==> config.mk <==
export PLATFORM = sky130hd
export DESIGN_NAME = minimum_spanning_tree_kruskal
export DESIGN_NICKNAME = d
export VERILOG_FILES = /design/src/rtl/mstk_pkg.sv /design/src/rtl/minimum_spanning_tree_kruskal.sv
export SDC_FILE = /design/constraint.sdc
export NUM_CORES = 2
export LEC_CHECK = 0
export ABC_CLOCK_PERIOD_IN_PS = 14100
export CAP_MARGIN = 25
export CORE_AREA = 4 4 467 515
export CTS_CLUSTER_SIZE = 24
export DETAILED_ROUTE_END_ITERATION = 8
export DIE_AREA = 0 0 471 519
export DONT_BUFFER_PORTS = 1
export PLACE_DENSITY = 0.67
export SKIP_LAST_GASP = 1
export SLEW_MARGIN = 25
export SYNTH_ARGS = -nofsm -noshare
export SYNTH_HDL_FRONTEND = slang
export SYNTH_SLANG_ARGS = --single-unit
==> constraint.sdc <==
create_clock -name clock -period 14.1 [get_ports clock]
set_input_delay 1.41 -clock clock [delete_from_list [all_inputs] [get_ports clock]]
set_output_delay 1.41 -clock clock [all_outputs]
set_load 0.01 [all_outputs]
==> src/rtl/mstk_pkg.sv <==
// Shared field widths and the smallest node count for the Kruskal spanning-tree block.
package mstk_pkg;

   localparam int NODE_W   = 4;   // node index field width
   localparam int WT_W     = 16;  // weight field width on the ports
   localparam int CFG_W    = 5;   // node_count register width
   localparam int MIN_NODE = 2;   // smallest usable node count

endpackage

==> src/rtl/minimum_spanning_tree_kruskal.sv <==
// Kruskal minimum spanning tree over a streamed adjacency matrix.
//
//  channel | dir | handshake           | payload
//  req     | in  | req_valid/req_ready | row_node, col_node, edge_weight, last_entry
//  rsp     | out | rsp_valid/rsp_ready | tree_from, tree_to, tree_weight, tree_last, tree_empty
//  csr     | in  | csr_write           | csr_wdata (node_count)
//
// Loading accepts one matrix entry per cycle. After the last entry the root table is
// initialized for all MAX_NODES nodes, then each edge pick is one scan of the edge memory,
// two root reads, and for an accepted edge other than the last a relabel sweep of the root table.
// Reset is synchronous, clears control state and sets node_count to 5; the root table is initialized per graph.
// A stalled rsp holds the sequencer at the next emit or at finish; req_ready is low until the graph ends.
module minimum_spanning_tree_kruskal
   import mstk_pkg::*;
#(
   parameter int MAX_NODES   = 16,
   parameter int MAX_EDGES   = 128,
   parameter int WEIGHT_BITS = 16
) (
   input  logic              clock,
   input  logic              reset,
   input  logic              req_valid,
   output logic              req_ready,
   input  logic [NODE_W-1:0] req_row_node,
   input  logic [NODE_W-1:0] req_col_node,
   input  logic [WT_W-1:0]   req_edge_weight,
   input  logic              req_last_entry,
   output logic              rsp_valid,
   input  logic              rsp_ready,
   output logic [NODE_W-1:0] rsp_tree_from,
   output logic [NODE_W-1:0] rsp_tree_to,
   output logic [WT_W-1:0]   rsp_tree_weight,
   output logic              rsp_tree_last,
   output logic              rsp_tree_empty,
   input  logic              csr_write,
   input  logic [CFG_W-1:0]  csr_wdata
);

   localparam int NODE_BITS = $clog2(MAX_NODES);
   localparam int NCNT_W    = $clog2(MAX_NODES + 1);
   localparam int NUSE_W    = (NCNT_W > CFG_W) ? NCNT_W : CFG_W;
   localparam int EIDX_W    = $clog2(MAX_EDGES);
   localparam int ECNT_W    = $clog2(MAX_EDGES + 1);
   localparam int EDGE_W    = 2 * NODE_W + WEIGHT_BITS;
   localparam int KEY_W     = WEIGHT_BITS + EIDX_W;

   typedef enum logic [3:0] {
      ST_LOAD, ST_RINIT, ST_SCAN, ST_FIND_A, ST_FIND_B, ST_CHECK,
      ST_EMIT, ST_RELABEL, ST_FINISH
   } state_type;

   state_type              state_ff;
   logic [CFG_W-1:0]       node_count_ff;
   logic [ECNT_W-1:0]      edge_total_ff;
   logic [ECNT_W-1:0]      sc_ff;
   logic                   rd_v_ff;
   logic [EIDX_W-1:0]      rd_idx_ff;
   logic [NCNT_W-1:0]      cnt_ff;
   logic                   rl_v_ff;
   logic [NODE_BITS-1:0]   rl_idx_ff;
   logic [NCNT_W-1:0]      acc_ff;
   logic                   best_v_ff, prev_v_ff, pend_v_ff;
   logic [KEY_W-1:0]       best_key_ff, prev_key_ff;
   logic [NODE_W-1:0]      best_from_ff, best_to_ff, pend_from_ff, pend_to_ff;
   logic [WEIGHT_BITS-1:0] best_w_ff, pend_w_ff;
   logic [NODE_BITS-1:0]   ra_ff, rb_ff;

   // Memories
   logic [EDGE_W-1:0]      edge_mem [MAX_EDGES];
   logic [EDGE_W-1:0]      edge_q_ff;
   logic [NODE_BITS-1:0]   root_mem [MAX_NODES];
   logic [NODE_BITS-1:0]   root_q_ff;

   logic                   rsp_valid_ff, rsp_last_ff, rsp_empty_ff;
   logic [NODE_W-1:0]      rsp_from_ff, rsp_to_ff;
   logic [WT_W-1:0]        rsp_w_ff;

   logic [NUSE_W-1:0]      n_use;
   logic [WEIGHT_BITS-1:0] w_in;
   logic                   keep, accept_in, out_free;
   logic [NODE_BITS-1:0]   root_raddr, root_waddr, root_wdata;
   logic                   root_we;
   logic [WEIGHT_BITS-1:0] q_w;
   logic [KEY_W-1:0]       q_key;
   logic                   cand;

   // Clamped node count
   always_comb begin
      if (node_count_ff < CFG_W'(MIN_NODE)) begin
         n_use = NUSE_W'(MIN_NODE);
      end else if (NUSE_W'(node_count_ff) > NUSE_W'(MAX_NODES)) begin
         n_use = NUSE_W'(MAX_NODES);
      end else begin
         n_use = NUSE_W'(node_count_ff);
      end
   end

   assign req_ready = (state_ff == ST_LOAD);
   assign accept_in = req_valid && req_ready;
   assign w_in      = WEIGHT_BITS'(req_edge_weight);
   assign keep      = (req_col_node > req_row_node) && (w_in != '0)
                      && (NUSE_W'(req_col_node) < n_use)
                      && (edge_total_ff < ECNT_W'(MAX_EDGES));
   assign out_free  = !rsp_valid_ff || rsp_ready;

   // Scan compare: key is weight then load index, so ties keep load order
   assign q_w   = edge_q_ff[WEIGHT_BITS-1:0];
   assign q_key = {q_w, rd_idx_ff};
   assign cand  = rd_v_ff && (!prev_v_ff || (q_key > prev_key_ff))
                  && (!best_v_ff || (q_key < best_key_ff));

   // Root table port selection
   always_comb begin
      root_raddr = NODE_BITS'(best_from_ff);
      root_we    = 1'b0;
      root_waddr = rl_idx_ff;
      root_wdata = ra_ff;
      unique case (state_ff)
         ST_FIND_B:  root_raddr = NODE_BITS'(best_to_ff);
         ST_RELABEL: begin
            root_raddr = cnt_ff[NODE_BITS-1:0];
            root_we    = rl_v_ff && (root_q_ff == rb_ff);
         end
         ST_RINIT: begin
            root_we    = 1'b1;
            root_waddr = cnt_ff[NODE_BITS-1:0];
            root_wdata = cnt_ff[NODE_BITS-1:0];
         end
         default: ;
      endcase
   end

   always_ff @(posedge clock) begin
      if (root_we) begin
         root_mem[root_waddr] <= root_wdata;
      end
      root_q_ff <= root_mem[root_raddr];
      if (accept_in && keep) begin
         edge_mem[edge_total_ff[EIDX_W-1:0]] <= {req_row_node, req_col_node, w_in};
      end
      edge_q_ff <= edge_mem[sc_ff[EIDX_W-1:0]];
   end

   // Sequencer and output register
   always_ff @(posedge clock) begin
      if (reset) begin
         state_ff      <= ST_LOAD;
         node_count_ff <= CFG_W'(5);
         edge_total_ff <= '0;
         rsp_valid_ff  <= 1'b0;
         rd_v_ff       <= 1'b0;
         rl_v_ff       <= 1'b0;
         best_v_ff     <= 1'b0;
         prev_v_ff     <= 1'b0;
         pend_v_ff     <= 1'b0;
         acc_ff        <= '0;
         sc_ff         <= '0;
         cnt_ff        <= '0;
      end else begin
         if (csr_write) begin
            node_count_ff <= csr_wdata;
         end
         if (rsp_valid_ff && rsp_ready) begin
            rsp_valid_ff <= 1'b0;
         end
         unique case (state_ff)
            ST_LOAD: begin
               if (accept_in) begin
                  if (keep) begin
                     edge_total_ff <= edge_total_ff + 1'b1;
                  end
                  if (req_last_entry) begin
                     state_ff  <= ST_RINIT;
                     cnt_ff    <= '0;
                     acc_ff    <= '0;
                     prev_v_ff <= 1'b0;
                     pend_v_ff <= 1'b0;
                  end
               end
            end
            ST_RINIT: begin
               cnt_ff <= cnt_ff + 1'b1;
               if (cnt_ff == NCNT_W'(MAX_NODES - 1)) begin
                  sc_ff     <= '0;
                  rd_v_ff   <= 1'b0;
                  best_v_ff <= 1'b0;
                  state_ff  <= (edge_total_ff == '0) ? ST_FINISH : ST_SCAN;
               end
            end
            ST_SCAN: begin
               if (sc_ff < edge_total_ff) begin
                  sc_ff     <= sc_ff + 1'b1;
                  rd_v_ff   <= 1'b1;
                  rd_idx_ff <= sc_ff[EIDX_W-1:0];
               end else begin
                  rd_v_ff <= 1'b0;
               end
               if (cand) begin
                  best_v_ff    <= 1'b1;
                  best_key_ff  <= q_key;
                  best_w_ff    <= q_w;
                  best_from_ff <= edge_q_ff[EDGE_W-1 -: NODE_W];
                  best_to_ff   <= edge_q_ff[WEIGHT_BITS +: NODE_W];
               end
               if (sc_ff == edge_total_ff && !rd_v_ff) begin
                  state_ff <= best_v_ff ? ST_FIND_A : ST_FINISH;
               end
            end
            ST_FIND_A: state_ff <= ST_FIND_B;
            ST_FIND_B: begin
               ra_ff    <= root_q_ff;
               state_ff <= ST_CHECK;
            end
            ST_CHECK: begin
               rb_ff       <= root_q_ff;
               prev_v_ff   <= 1'b1;
               prev_key_ff <= best_key_ff;
               if (root_q_ff == ra_ff) begin
                  // closes a cycle: look for the next edge
                  sc_ff     <= '0;
                  best_v_ff <= 1'b0;
                  state_ff  <= ST_SCAN;
               end else begin
                  state_ff <= ST_EMIT;
               end
            end
            ST_EMIT: begin
               // earlier accepted edge goes out once the next is known
               if (!pend_v_ff || out_free) begin
                  if (pend_v_ff) begin
                     rsp_valid_ff <= 1'b1;
                     rsp_from_ff  <= pend_from_ff;
                     rsp_to_ff    <= pend_to_ff;
                     rsp_w_ff     <= WT_W'(pend_w_ff);
                     rsp_last_ff  <= 1'b0;
                     rsp_empty_ff <= 1'b0;
                  end
                  pend_v_ff    <= 1'b1;
                  pend_from_ff <= best_from_ff;
                  pend_to_ff   <= best_to_ff;
                  pend_w_ff    <= best_w_ff;
                  acc_ff       <= acc_ff + 1'b1;
                  cnt_ff       <= '0;
                  rl_v_ff      <= 1'b0;
                  if (NUSE_W'(acc_ff) + 1'b1 == n_use - 1'b1) begin
                     state_ff <= ST_FINISH;
                  end else begin
                     state_ff <= ST_RELABEL;
                  end
               end
            end
            ST_RELABEL: begin
               // merge component rb into ra, one entry per cycle
               if (cnt_ff < NCNT_W'(MAX_NODES)) begin
                  cnt_ff    <= cnt_ff + 1'b1;
                  rl_v_ff   <= 1'b1;
                  rl_idx_ff <= cnt_ff[NODE_BITS-1:0];
               end else begin
                  rl_v_ff   <= 1'b0;
                  sc_ff     <= '0;
                  best_v_ff <= 1'b0;
                  state_ff  <= ST_SCAN;
               end
            end
            ST_FINISH: begin
               if (out_free) begin
                  rsp_valid_ff  <= 1'b1;
                  rsp_last_ff   <= 1'b1;
                  rsp_empty_ff  <= !pend_v_ff;
                  rsp_from_ff   <= pend_v_ff ? pend_from_ff : '0;
                  rsp_to_ff     <= pend_v_ff ? pend_to_ff : '0;
                  rsp_w_ff      <= pend_v_ff ? WT_W'(pend_w_ff) : '0;
                  pend_v_ff     <= 1'b0;
                  edge_total_ff <= '0;
                  state_ff      <= ST_LOAD;
               end
            end
            default: state_ff <= ST_LOAD;
         endcase
      end
   end

   assign rsp_valid       = rsp_valid_ff;
   assign rsp_tree_from   = rsp_from_ff;
   assign rsp_tree_to     = rsp_to_ff;
   assign rsp_tree_weight = rsp_w_ff;
   assign rsp_tree_last   = rsp_last_ff;
   assign rsp_tree_empty  = rsp_empty_ff;

endmodule
==> flow_metrics.env <==
export IMPL_status="completed"
export IMPL_met3_length_um=36200
export IMPL_setup_tns_ns=0
export IMPL_ys_ff_latch=3328
export IMPL_port_buffers=0
export IMPL_wire_per_inst_um=35.6
export IMPL_cp_start_kind="register"
export IMPL_cts_sinks=3328
export IMPL_ctsResizeCount=0
export IMPL_crit_start="sc_ff[1]"
export IMPL_cts_hold_buffers=0
export IMPL_synth_top_area_frac=0.760
export IMPL_die_w_um=471
export IMPL_die_y_um=519
export IMPL_setup_ws_ns=8.42
export IMPL_synth_edf_count=3259
export IMPL_m1WireLength_um=123000
export IMPL_finalCriticalPeriod_ns=5.68
export IMPL_netlist_instances=5769
export IMPL_p_per_area_mw_per_mm2=138
export IMPL_start_util=0.547
export IMPL_cts_buffers=328
export IMPL_synth_cell_area_mm2=0.129
export IMPL_hp_class="register to register"
export IMPL_critPathRequiredTime_ns=14.82
export IMPL_overflow=0
export IMPL_place_congestion=0.868
export IMPL_cts_tree="yes"
export IMPL_slowest_delay_ns=0.89
export IMPL_antenna_found_initial=23
export IMPL_drive_gt1_frac=0.272
export IMPL_total_power_mw=19.9
export IMPL_met2WireLength_um=159000
export IMPL_grt_max_degree=131
export IMPL_ctsHtreeMaxLevel=5
export IMPL_hp_start="best_key_ff[3]"
export IMPL_max_cap_violations=0
export IMPL_slowest_stage="a211oi_1"
export IMPL_fmax_mhz=176
export IMPL_leakagePower_nw=44.1
export IMPL_area_growth_syn_to_layout_pct=12.0
export IMPL_yosysWarnings=0
export IMPL_fin_nets=6092
export IMPL_final_core_util=0.613
export IMPL_clockBufferDepth=4
export IMPL_r2r_start="sc_ff[1]"
export IMPL_via_per_inst=6.63
export IMPL_period_share=0.403
export IMPL_postRouteAntennaNets=0
export IMPL_yosysSeqAreaShare=0.770
export IMPL_die_area_mm2=0.244
export IMPL_dr_pass1_iters=6
export IMPL_crit_path_max_fanout=115
export IMPL_synthTopCellsByArea="edfxtp_1 76%, mux4_2 15%, mux2i_1 1.4%"
export IMPL_worstPathArrival_ns=6.39
export IMPL_slew_viol_final=0
export IMPL_rsz0062_at_grt="false"
export IMPL_clock_latency_ns=0.90
export IMPL_cts_setup_buffers=0
export IMPL_rows=187
export IMPL_clkTransAtPathRegs_ns=0.06
export IMPL_p_int_mw=16.0
export IMPL_drtIter0Drc=9785
export IMPL_final_hold_viol_count=0
export IMPL_sw_frac_of_total=0.197
export IMPL_synthesis_nets=5871
export IMPL_seqCellArea_mm2=0.0993
export IMPL_async_flop_share=0
export IMPL_p_comb_frac=0.016
export IMPL_grt_pass1_wl_um=473000
export IMPL_groute_usage_overall=0.274
export IMPL_drcViolationCount=0
export IMPL_power_switching_mw=3.93
export IMPL_root_buffer="clkbuf_16"
export IMPL_top_layer_used="met5"
export IMPL_relSlewSlack=0.215
export IMPL_synth_cell_types=68
export IMPL_syn_area_per_cell_um2=22.3
export IMPL_synth_top_cell_by_area="edfxtp_1"
export IMPL_coreArea_mm2=0.235
export IMPL_seq_power_share=0.548
export IMPL_fin_skew_ns=0.0555
export IMPL_crit_chain="buf_12, buf_4, buf_4, mux4_2, mux4_2, a22o_1, a211oi_1, nor4bb_1"
export IMPL_wl_um=334000
export IMPL_synth_top_flop_cell="edfxtp_1"
export IMPL_via_count=62200
export IMPL_worstMarginPinSlew_ns=1.15
export IMPL_grt_pass1_vias=61600
export IMPL_p_clk_frac=0.436
export IMPL_whs_ns=0.451
export IMPL_fillCellCount=15900
export IMPL_ir_worst_vdd_mv=0.0977
export IMPL_pin_count=63
export IMPL_path_class="register to register"
export IMPL_setup_viol=0
export IMPL_post_place_ws_ns=8.45
export IMPL_worst_setup_path_end_kind="register"
export IMPL_multiInputGateArea_mm2=0.0283
export IMPL_dpl_hpwl_um=187000
==> through the flow <==
step	std cells	instance area, µm²
after global routing	9369	144000
after detailed placement	8772	133000
after CTS	9362	144000
after floorplan	5769	129000
after global placement	8760	133000
final	9376	144000
==> flip-flops by register name, summed over array words and instances (netlist names), 5 cells and up <==
register         count
cnt_ff               5
rd_idx_ff            7
pend_w_ff           16
root_mem            64
edge_q_ff           24
acc_ff               5
best_key_ff         23
edge_mem          3072
node_count_ff        5
prev_key_ff         23
sc_ff                8
rsp_tree_weight     16
edge_total_ff        8
==> worst max-delay path, delay by kind of cell (launching register included) <==
kind / cells / cell delay (ns)
buffers and inverters: 3 / 2.10
and+or+nand+nor: 1 / 0.11
muxes: 2 / 0.97
AOI/OAI and AO/OA: 2 / 1.19
DFF: 1 / 0.79
==> power groups by stage <==
stage | sequential (mW) | clock, mW | combinational (mW)
3_3_place_gp | 11.1 | 0 | 0.304
2_1_floorplan | 11.1 | 0 | 0.206
3_5_place_dp | 11.1 | 0 | 0.313
5_1_grt | 10.9 | 9.22 | 0.343
6_report | 10.9 | 8.69 | 0.321
4_1_cts | 10.9 | 8.79 | 0.314
==> layer usage <==
metal	up-vias	global-route usage
met5	-	0
met4	2	0.114
met3	614	0.0633
met2	3540	0.424
met1	33200	0.381
li1	24800	-
==> cell usage in the layout (no fill, tap or decap), types with 55 or more instances in the layout <==
master / instances
clkinv_2: 55
buf_4: 154
clkinv_1: 58
dfxtp_1: 63
clkbuf_16: 342
clkbuf_1: 69
a21oi_1: 94
mux2i_1: 186
inv_1: 75
edfxtp_1: 3259
nor2_2: 82
nor2_1: 75
nand2_1: 116
mux4_2: 869
ha_1: 67
==> kinds of logic after synthesis <==
logic type | synth area share
flip-flops | 0.770
multiplexers | 0.168
AND/OR/NAND/NOR | 0.0197
AO/OA/AOI/OAI | 0.0193
buffers and inverters | 0.0150
adder cells (fa/ha/maj) | 0.00651
XOR/XNOR | 0.00136
==> cells in the mapped netlist, types with 11 or more instances <==
cell type  instances
a211oi_1          37
a21o_1            19
a21oi_1           94
a221oi_1          14
a22oi_1           46
a31oi_1           17
buf_1             37
buf_2             75
buf_4             38
buf_6             41
clkbuf_1         100
dfxtp_1           69
edfxtp_1        3259
ha_1              67
inv_1             75
mux2_2            15
mux2i_1          186
mux4_2           869
nand2_1          121
nand2b_1          15
nand3_1           34
nand4_1           30
nor2_1           206
nor2b_1           55
nor3_1            29
o211ai_1          12
o21ai_0           47
o221ai_1          19
o22ai_1           22
or3_1             11
xor2_1            14
==> final cells by class <==
type | instances | share of cell area
Antenna cell | 8 | 0.000139
Clock buffer | 419 | 0.0619
Clock inverter | 171 | 0.0116
Inverter | 79 | 0.00209
Multi-Input combinational cell | 2071 | 0.196
Sequential cell | 3328 | 0.688
Tap cell | 3118 | 0.0271
Timing Repair Buffer | 182 | 0.0125
==> final timing paths <==
kind / end / slack (ns) / cells after the start
max: edge_q_ff[7] / 8.42 / 8
min: prev_key_ff[3] / 0.45 / 0
max reg2reg: edge_q_ff[7] / 8.42 / 8
min reg2reg: prev_key_ff[3] / 0.45 / 0
Power figures use the tool's default switching activity.
